**config.mk**
```make
export PLATFORM = sky130hd
export DESIGN_NAME = nsi_ctrl
export DESIGN_NICKNAME = d
export VERILOG_FILES = /design/src/rtl/nsi_pkg.sv /design/src/rtl/nsi_ctrl.sv
export SDC_FILE = /design/constraint.sdc
export NUM_CORES = 1
export LEC_CHECK = 0
export ABC_AREA = 1
export BUFFER_PORTS_ARGS = -buffer_cell sky130_fd_sc_hd__buf_2
export CORE_ASPECT_RATIO = 0.9
export CORE_MARGIN = 2
export CORE_UTILIZATION = 47
export DETAILED_ROUTE_END_ITERATION = 16
export PLACE_DENSITY = 0.78
export SYNTH_ARGS = -nofsm -noshare
export SYNTH_HDL_FRONTEND = slang
export SYNTH_SLANG_ARGS = --single-unit
```
**constraint.sdc**
```tcl
create_clock -name i_clk -period 2 [get_ports i_clk]
set_input_delay 0.4 -clock i_clk [delete_from_list [all_inputs] [get_ports i_clk]]
set_output_delay 0.4 -clock i_clk [all_outputs]
set_load 0.01 [all_outputs]
```
**src/rtl/nsi_pkg.sv**
```systemverilog
// shared types, constants and micro-sequence table of the simpson integrator
package nsi_pkg;

    localparam int XW        = 32;   // input field width
    localparam int SUM_W     = 64;   // q32.32 result width
    localparam int OUT_FRAC  = 32;   // fraction bits of the result
    localparam int WW        = 160;  // exact intermediate width
    localparam int BW        = 36;   // signed multiplier operand width
    localparam int DIG_W     = 8;    // multiplier digit width
    localparam int DIGITS    = 5;    // digits per multiplier operand
    localparam int MB_W      = DIG_W * DIGITS;
    localparam int DIV_STEPS = SUM_W + 1;
    localparam int Q_W       = DIV_STEPS;
    localparam int K_W       = 4;
    localparam int SIX       = 6;

    localparam logic [SUM_W-1:0] SUM_MAX = {1'b0, {(SUM_W-1){1'b1}}};
    localparam logic [SUM_W-1:0] SUM_MIN = {1'b1, {(SUM_W-1){1'b0}}};

    typedef logic [WW-1:0] t_wide;

    typedef enum logic [2:0] {
        A_H    = 3'd0,
        A_H1   = 3'd1,
        A_H0   = 3'd2,
        A_PROD = 3'd3,
        A_SUM  = 3'd4,
        A_DW   = 3'd5
    } t_asel;

    typedef enum logic [3:0] {
        B_H   = 4'd0,
        B_F1  = 4'd1,
        B_G0  = 4'd2,
        B_F0  = 4'd3,
        B_G1  = 4'd4,
        B_F2  = 4'd5,
        B_H1  = 4'd6,
        B_SIX = 4'd7,
        B_FS  = 4'd8
    } t_bsel;

    typedef enum logic [2:0] {
        P_NONE  = 3'd0,
        P_S_SET = 3'd1,
        P_S_SUB = 3'd2,
        P_S_ADD = 3'd3,
        P_NUM   = 3'd4,
        P_DEN   = 3'd5,
        P_TRAP  = 3'd6
    } t_post;

    typedef struct packed {
        t_asel a_sel;
        t_bsel b_sel;
        t_post post;
        logic  last;
    } t_mstep;

    typedef struct packed {
        logic  capture;
        logic  prep;
        logic  mul_load;
        logic  mul_step;
        logic  post_en;
        t_post post;
        t_asel a_sel;
        t_bsel b_sel;
        logic  set_error;
        logic  div_load;
        logic  div_step;
        logic  round;
        logic  accum;
        logic  commit;
        logic  commit_clear;
        logic  commit_slot;
        logic  load_out;
    } t_cmd;

    typedef struct packed {
        logic zero_width;
    } t_stat;

    // panel: num = H*(f1*H*H - f0*h1*g0 + f2*h0*g1), den = 6*h0*h1
    // trapezoid: num = dw*fs, den = 2
    function automatic t_mstep mstep(input logic trap, input logic [K_W-1:0] k);
        t_mstep m;
        m = '{a_sel: A_H, b_sel: B_H, post: P_NONE, last: 1'b1};
        if (trap) begin
            m = '{a_sel: A_DW, b_sel: B_FS, post: P_TRAP, last: 1'b1};
        end else begin
            case (k)
                4'd0: m = '{a_sel: A_H,    b_sel: B_H,   post: P_NONE,  last: 1'b0};
                4'd1: m = '{a_sel: A_PROD, b_sel: B_F1,  post: P_S_SET, last: 1'b0};
                4'd2: m = '{a_sel: A_H1,   b_sel: B_G0,  post: P_NONE,  last: 1'b0};
                4'd3: m = '{a_sel: A_PROD, b_sel: B_F0,  post: P_S_SUB, last: 1'b0};
                4'd4: m = '{a_sel: A_H0,   b_sel: B_G1,  post: P_NONE,  last: 1'b0};
                4'd5: m = '{a_sel: A_PROD, b_sel: B_F2,  post: P_S_ADD, last: 1'b0};
                4'd6: m = '{a_sel: A_SUM,  b_sel: B_H,   post: P_NUM,   last: 1'b0};
                4'd7: m = '{a_sel: A_H0,   b_sel: B_H1,  post: P_NONE,  last: 1'b0};
                4'd8: m = '{a_sel: A_PROD, b_sel: B_SIX, post: P_DEN,   last: 1'b1};
                default: m = '{a_sel: A_H, b_sel: B_H, post: P_NONE, last: 1'b1};
            endcase
        end
        return m;
    endfunction

endpackage

```
**src/rtl/nsi_ctrl.sv**
```systemverilog
// controller: point phase, multiply/divide sequencing, result handoff
module nsi_ctrl (
    input  logic           i_clk,
    input  logic           i_rst_n,
    input  logic           i_in_valid,
    input  logic           i_last,
    output logic           o_in_ready,
    input  logic           i_out_ready,
    output logic           o_out_valid,
    input  nsi_pkg::t_stat i_st,
    output nsi_pkg::t_cmd  o_cmd
);

    localparam int DIG_CW = $clog2(nsi_pkg::DIGITS);
    localparam int DCNT_W = $clog2(nsi_pkg::DIV_STEPS);

    localparam logic [1:0] PH_NONE  = 2'd0;
    localparam logic [1:0] PH_START = 2'd1;
    localparam logic [1:0] PH_MID   = 2'd2;
    localparam logic [1:0] PH_BAD   = 2'd3;

    typedef enum logic [10:0] {
        S_IDLE   = 11'b00000000001,
        S_PREP   = 11'b00000000010,
        S_MLOAD  = 11'b00000000100,
        S_MSTEP  = 11'b00000001000,
        S_MPOST  = 11'b00000010000,
        S_DLOAD  = 11'b00000100000,
        S_DSTEP  = 11'b00001000000,
        S_ROUND  = 11'b00010000000,
        S_ACCUM  = 11'b00100000000,
        S_COMMIT = 11'b01000000000,
        S_RESULT = 11'b10000000000
    } t_state;

    t_state                  r_state, n_state;
    logic [1:0]              r_phase, n_phase;
    logic                    r_last, n_last;
    logic                    r_trap, n_trap;
    logic [nsi_pkg::K_W-1:0] r_k, n_k;
    logic [DIG_CW-1:0]       r_dig, n_dig;
    logic [DCNT_W-1:0]       r_dcnt, n_dcnt;
    logic                    r_out_valid, n_out_valid;
    nsi_pkg::t_mstep         ms;
    nsi_pkg::t_cmd           cmd;

    always_comb begin
        ms          = nsi_pkg::mstep(r_trap, r_k);
        n_state     = r_state;
        n_phase     = r_phase;
        n_last      = r_last;
        n_trap      = r_trap;
        n_k         = r_k;
        n_dig       = r_dig;
        n_dcnt      = r_dcnt;
        cmd         = '0;
        cmd.a_sel   = ms.a_sel;
        cmd.b_sel   = ms.b_sel;
        cmd.post    = ms.post;
        o_in_ready  = 1'b0;
        case (r_state)
            S_IDLE: begin
                o_in_ready = 1'b1;
                if (i_in_valid) begin
                    cmd.capture = 1'b1;
                    n_last      = i_last;
                    n_state     = S_PREP;
                end
            end
            S_PREP: begin
                cmd.prep = 1'b1;
                n_k      = '0;
                n_trap   = (r_phase == PH_START) && r_last;
                if ((r_phase == PH_MID) || ((r_phase == PH_START) && r_last)) begin
                    n_state = S_MLOAD;
                end else begin
                    n_state = S_COMMIT;
                end
            end
            S_MLOAD: begin
                // degenerate panel adds nothing and only flags the error
                if (!r_trap && (r_k == '0) && i_st.zero_width) begin
                    cmd.set_error = 1'b1;
                    n_state       = S_COMMIT;
                end else begin
                    cmd.mul_load = 1'b1;
                    n_dig        = '0;
                    n_state      = S_MSTEP;
                end
            end
            S_MSTEP: begin
                cmd.mul_step = 1'b1;
                if (r_dig == DIG_CW'(nsi_pkg::DIGITS - 1)) begin
                    n_state = S_MPOST;
                end else begin
                    n_dig = r_dig + DIG_CW'(1);
                end
            end
            S_MPOST: begin
                cmd.post_en = 1'b1;
                if (ms.last) begin
                    n_state = S_DLOAD;
                end else begin
                    n_k     = r_k + nsi_pkg::K_W'(1);
                    n_state = S_MLOAD;
                end
            end
            S_DLOAD: begin
                cmd.div_load = 1'b1;
                n_dcnt       = '0;
                n_state      = S_DSTEP;
            end
            S_DSTEP: begin
                cmd.div_step = 1'b1;
                if (r_dcnt == DCNT_W'(nsi_pkg::DIV_STEPS - 1)) begin
                    n_state = S_ROUND;
                end else begin
                    n_dcnt = r_dcnt + DCNT_W'(1);
                end
            end
            S_ROUND: begin
                cmd.round = 1'b1;
                n_state   = S_ACCUM;
            end
            S_ACCUM: begin
                cmd.accum = 1'b1;
                n_state   = S_COMMIT;
            end
            S_COMMIT: begin
                cmd.commit       = 1'b1;
                cmd.commit_clear = (r_phase != PH_START) && (r_phase != PH_MID);
                cmd.commit_slot  = (r_phase == PH_START);
                n_phase          = (r_phase == PH_START) ? PH_MID : PH_START;
                if (r_last) begin
                    n_phase = PH_NONE;
                    n_state = S_RESULT;
                end else begin
                    n_state = S_IDLE;
                end
            end
            S_RESULT: begin
                if (!r_out_valid || i_out_ready) begin
                    cmd.load_out = 1'b1;
                    n_state      = S_IDLE;
                end
            end
            default: n_state = S_IDLE;
        endcase
        n_out_valid = r_out_valid && !i_out_ready;
        if (cmd.load_out) begin
            n_out_valid = 1'b1;
        end
    end

    always_ff @(posedge i_clk) begin
        if (!i_rst_n) begin
            r_state     <= S_IDLE;
            r_phase     <= PH_NONE;
            r_last      <= 1'b0;
            r_trap      <= 1'b0;
            r_k         <= '0;
            r_dig       <= '0;
            r_dcnt      <= '0;
            r_out_valid <= 1'b0;
        end else begin
            r_state     <= n_state;
            r_phase     <= n_phase;
            r_last      <= n_last;
            r_trap      <= n_trap;
            r_k         <= n_k;
            r_dig       <= n_dig;
            r_dcnt      <= n_dcnt;
            r_out_valid <= n_out_valid;
        end
    end

    assign o_cmd       = cmd;
    assign o_out_valid = r_out_valid;

    a_accept_prep: assert property (@(posedge i_clk) disable iff (!i_rst_n)
        (r_state == S_IDLE && i_in_valid) |=> (r_state == S_PREP))
        else $error("accepted point not followed by prep");

    a_result_last: assert property (@(posedge i_clk) disable iff (!i_rst_n)
        cmd.load_out |-> r_last)
        else $error("result loaded for a point without last flag");

    a_result_phase: assert property (@(posedge i_clk) disable iff (!i_rst_n)
        cmd.load_out |-> (r_phase == PH_NONE))
        else $error("phase not cleared at result");

    a_div_count: assert property (@(posedge i_clk) disable iff (!i_rst_n)
        (r_state == S_DSTEP) |-> (r_dcnt <= DCNT_W'(nsi_pkg::DIV_STEPS - 1)))
        else $error("divider step count out of range");

    a_phase_code: assert property (@(posedge i_clk) disable iff (!i_rst_n)
        r_phase != PH_BAD)
        else $error("illegal panel phase");

endmodule

```
**Word level (Yosys, flattened, before mapping)**

Memories as Yosys holds them, arrays and structs flattened. A register that Yosys moved wholly into a read port is not among the register bits.
Cells that the tools add are included.

- Reduce and logical (&&, ||, !) cells: 19
- Add/subtract/negate cells: 3
- Eq/ne operators: 25
- Multiplexer cells: 39

Operator list:

| operator | number |
|---|---|
| 11-bit case mux with 11 select lines | 1 |
| 11-bit 2-to-1 mux | 6 |
| 10-bit 2-to-1 mux | 2 |
| 2-bit inequality test (second input constant) | 9 |
| 1-bit 2-to-1 mux | 17 |
| 7-bit case mux with 2 select lines | 1 |
| 4-bit 2-to-1 mux | 3 |
| 11-bit by 1-bit == test with 1-bit output (second input constant) | 1 |
| 11-bit by 10-bit == test with 1-bit output (second input constant) | 1 |
| 11-bit == test (second input constant) | 1 |
| 11-bit by 2-bit == test with 1-bit output (second input constant) | 1 |
| 11-bit by 3-bit == test with 1-bit output (second input constant) | 1 |
| 11-bit by 4-bit == test with 1-bit output (second input constant) | 1 |
| 11-bit by 5-bit == test with 1-bit output (second input constant) | 1 |
| 11-bit by 6-bit == test with 1-bit output (second input constant) | 1 |
| 11-bit by 7-bit == test with 1-bit output (second input constant) | 1 |
| 11-bit by 8-bit == test with 1-bit output (second input constant) | 1 |
| 11-bit by 9-bit == test with 1-bit output (second input constant) | 1 |
| 3-bit 2-to-1 mux | 3 |
| 4-bit case mux with 2 select lines | 1 |
| 7-bit by 1-bit adder with 7-bit output (second input constant) | 1 |
| 7-bit == test (second input constant) | 1 |
| 7-bit 2-to-1 mux | 1 |
| 6-bit 2-to-1 mux | 1 |
| other kinds (16) | 28 |

- Bits in registers: 30
- Input port bits: 6
- Logic and storage cells: 95
- Output and inout port bits: 26
- ROM bits: 160
- Memories: 1

Memories:

| memory | words | bits a word | read ports | clocked after Yosys merged registers in | write ports | line | RTL |
|---|---|---|---|---|---|---|---|
| (name not given) | 16 | 10 | 1 | 1 | 0 | nsi_pkg.sv:92 | `case (k)` |

**Longest topological paths before layout**

- Depth after elaboration: 5
- Depth in mapped cells: 12
- Depth with buffers taken out: 12

**Least setup slack after synthesis**

Ideal clock, no wire load.

- Kind: reg-to-output
- Start point: reg r_state[6]
- End point: out o_cmd[2] (netlist name)
- Required time: 1.600 ns
- Cell stages (with the launch flop): 8
- Path buffers: 0
- Setup slack: 0.330 ns
- Arrival time: 1.270 ns
- Cell sequence: dfxtp_1 > nor2_4 > nand2_4 > nor2_4 > inv_2 > nor4_4 > inv_2 > nor2_1

RTL lines:

| element | line | RTL |
|---|---|---|
| start, declared | nsi_ctrl.sv:36 | `t_state r_state, n_state;` |
| start signal, assigned | nsi_ctrl.sv:166 | `r_state <= n_state;` |
| end, declared | nsi_ctrl.sv:11 | `output nsi_pkg::t_cmd o_cmd` |

==> metrics <==
Worst-Skew Late Latency=0.30 ns; switching share of total power=0.391; largest driver fanout on the critical path=5; clock tree buffer depth=2; synth unique cells=33; total power density per cell area=998 nW/µm²; minimum setup slack among reg-to-reg paths=0.26 ns; global placement routability congestion=0.857; Via-to-Cell Ratio=4.94; share of the synthesized area in the top cell type=0.323; family with the most delay on the worst path=simple AND/OR/NAND/NOR gates; met1 Usage GRT=0.232; cells after synthesis=329; met3 Track Usage GR=0.0408; CTS hold repair buffers=0; DRC Markers=0; mean routed wirelength per cell=12.2 µm; number of buffer cells added on primary ports=31; Worst R2R End=r_dcnt[6]$_SDFFE_PN0P_; worst r2r path cells=11; most common cell after layout, fill and taps aside=sky130_fd_sc_hd__inv_1; Seq/Total Area, Yosys=0.323; library cell appearing most often on the critical path=sky130_fd_sc_hd__nor2_4; Critical Path RT=1.60 ns; Die ar.=5870 µm²; fraction of met2 tracks used by global routing=0.327; Syn Nets=343; fraction of final layout cells with drive strength greater than 1=0.363; buffers and inverters on the worst path=2; setup violators final=0; Core Box Area=5160 µm²; clock share of power=0.221; H-tree Lvls=2; Worst Skew=0.00745 ns; cell chain of the critical path=nor2_4, nand2_4, nor2_4, and2_4, inv_2, nor2_2, buf_2; Cell Rows=25; syn_area_per_cell=7.53 µm²; total net switching power=0.00116 W; router iterations before antenna repair=4; Max Transition Viols Final=0; CTS Sinks=40; slowest cell delay on critical path=0.38 ns; Reg power frac=0.332; RR Startpoint=r_state[0]$_SDFFE_PN1P_; number of antenna violations at the first check in global routing=0; first-pass GRT wire length=8800 µm; GRT Total Usage=0.192; Area growth, synth to finish=19.7%; leakage power figure=1.48 nW; Min Clock Period, post-route=1.96 ns; Routed WL=5410 µm; IO Count=32; initial drt markers=66; post-route insts no fill=442; reported max-cap violation count=0; Worst Min Path Start=i_last; instance count along the most critical hold path=3; slew at the pin closest to its max-slew limit=0.278 ns; clock root cell=sky130_fd_sc_hd__clkbuf_8; number of failing hold endpoints at the final stage=0; Crit-path slowest cell=sky130_fd_sc_hd__dfxtp_4; Slew headroom=0.813; Finished Core Util=0.575; remaining antenna violation count=0; Syn. warnings=0; status=finished, final reports clean; Hold WC Path Type=in2reg; # diodes=0; DR vias=2184; die outline height=72.9 µm; share of total power in combinational logic=0.448; Starting Density=0.480; Crit Path Class=reg2out; Inserted Clock Buffers=5; post-synthesis cell type with the largest combined area=sky130_fd_sc_hd__dfxtp_1; count of placed standard cells including taps=424; critical path startpoint category=register; leading post-synthesis cells by cell area=sky130_fd_sc_hd__dfxtp_1, sky130_fd_sc_hd__inv_1, sky130_fd_sc_hd__nand2_1, sky130_fd_sc_hd__nand3_1, sky130_fd_sc_hd__nand2_4; maximum achievable frequency=0.511 GHz; RSZ-0062 raised after global routing=true; CTS clk-pin slew, worst paths=0.07 ns; clock tree from TritonCTS=built; worst-case hold path end point=r_last$_SDFFE_PN0P_; largest net degree at the start of global routing=15; post-route setup TNS=0 ns; share of the cycle needed by the critical path after routing=0.978; Cell Int Power=0.00180 W; die width=80.5 µm; peak ir drop on the vdd network=0.000678 V; vias in the first global route=2011; total grt overflow=0; WP data arrival=1.56 ns; Detail Placement HPWL=3940 µm; count of nets after finishing=388; sort of element at the end of the critical path=output port; combined area of all synthesized cells=2480 µm²; synthesis-stage register bit count=40; most frequent cells in the layout=sky130_fd_sc_hd__inv_1, sky130_fd_sc_hd__nand2_1, sky130_fd_sc_hd__dfxtp_1, sky130_fd_sc_hd__buf_2, sky130_fd_sc_hd__nand3_1; busiest layer in global routing=met2
-- metal layers --
metal | part of all wire | routed length, µm | vias up
met3 | 0.038 | 207 | 18
li1 | - | - | 1122
met5 | 0 | 0 | -
met1 | 0.44 | 2370 | 998
met2 | 0.49 | 2650 | 46
met4 | 0.033 | 180 | 0
-- worst max-delay path by stage --
stage | start | to | depth (start not counted)
floorplan | r_state[6]$_SDFFE_PN0P_ | o_cmd[2] | 7
global placement | r_k[0]$_SDFFE_PN0N_ | o_cmd[21] | 6
detailed placement | r_k[0]$_SDFFE_PN0N_ | o_cmd[21] | 6
CTS | r_state[0]$_SDFFE_PN1P_ | o_cmd[1] | 8
global route | r_state[6]$_SDFFE_PN0P_ | o_cmd[1] | 8
finish | r_state[8]$_SDFFE_PN0P_ | o_cmd[23] | 7
-- worst reg2reg max path, stage by stage, from the launching register on --
cell                      delay [ns]
sky130_fd_sc_hd__dfxtp_2        0.34
sky130_fd_sc_hd__nor2_4         0.15
sky130_fd_sc_hd__nand2_4        0.09
sky130_fd_sc_hd__buf_12         0.13
sky130_fd_sc_hd__inv_1          0.10
sky130_fd_sc_hd__nand2_2        0.12
sky130_fd_sc_hd__nor2_2         0.16
sky130_fd_sc_hd__inv_1          0.11
sky130_fd_sc_hd__nand2_2        0.14
sky130_fd_sc_hd__nand3_1        0.10
sky130_fd_sc_hd__xor2_1         0.15
sky130_fd_sc_hd__nor2_1         0.05
-- kinds of logic (layout without fill, tap and decap cells) --
group / Yosys count / count (layout) / share of synthesized area
and+or+nand+nor: 179 / 179 / 0.445
adders and majority gates: 8 / 8 / 0.0404
xor gates and xnor gates: 3 / 3 / 0.0106
buffers and inverters: 71 / 117 / 0.114
DFF: 40 / 40 / 0.323
AOI/OAI and AO/OA: 28 / 28 / 0.0662
-- cells in the mapped netlist (all sizes together) --
cell    instances
nor2           46
o31ai           1
or2             5
nor4            1
nand3b          1
xor2            3
nand3          39
o21ai           8
o21a            1
ha              8
a21oi          18
dfxtp          40
clkbuf          2
nor3           10
and2            1
nand2          68
inv            65
nand4           8
buf             4
-- area by class of cell --
cell class | instances | area, µm²
Clock buffer | 6 | 72.6
Clock inverter | 2 | 35.0
Fill cell | 479 | 2200
Inverter | 65 | 246
Multi-Input combinational cell | 218 | 1440
Sequential cell | 40 | 822
Tap cell | 67 | 83.8
Timing Repair Buffer | 44 | 265
-- timing repair --
item / CTS / global route
buffers inserted: 3 / 7
gates resized for setup: 5 / 20
hold endpoints to repair: 0 / 0
setup endpoints to repair: 4 / 10
pin swaps: 3 / 8
-- power by group through the flow --
| stage | sequential, W | combinational (W) | clock, W |
|---|---|---|---|
| 2_1_floorplan | 0.000963 | 0.000901 | 0 |
| 3_3_place_gp | 0.000981 | 0.00104 | 0 |
| 3_5_place_dp | 0.000984 | 0.00106 | 0 |
| 4_1_cts | 0.000967 | 0.00115 | 0.000665 |
| 5_1_grt | 0.000994 | 0.00144 | 0.000703 |
| 6_report | 0.000981 | 0.00132 | 0.000654 |
-- stage by stage --
| step | hold WS (ns) | setup WS [ns] | power, W | cell area, µm² |
|---|---|---|---|---|
| 6_report | 0.333 | 0.0446 | 0.00296 | 2970 |
| 5_1_grt | 0.359 | -0.0587 | 0.00314 | 2970 |
| 4_1_cts | 0.330 | 0.00732 | 0.00278 | 2860 |
| 3_5_place_dp | 0.476 | 0.227 | 0.00205 | 2700 |
| 3_3_place_gp | 0.471 | 0.244 | 0.00202 | 2700 |
| 2_1_floorplan | 0.453 | 0.330 | 0.00186 | 2480 |
Power figures use the tool's default switching activity.
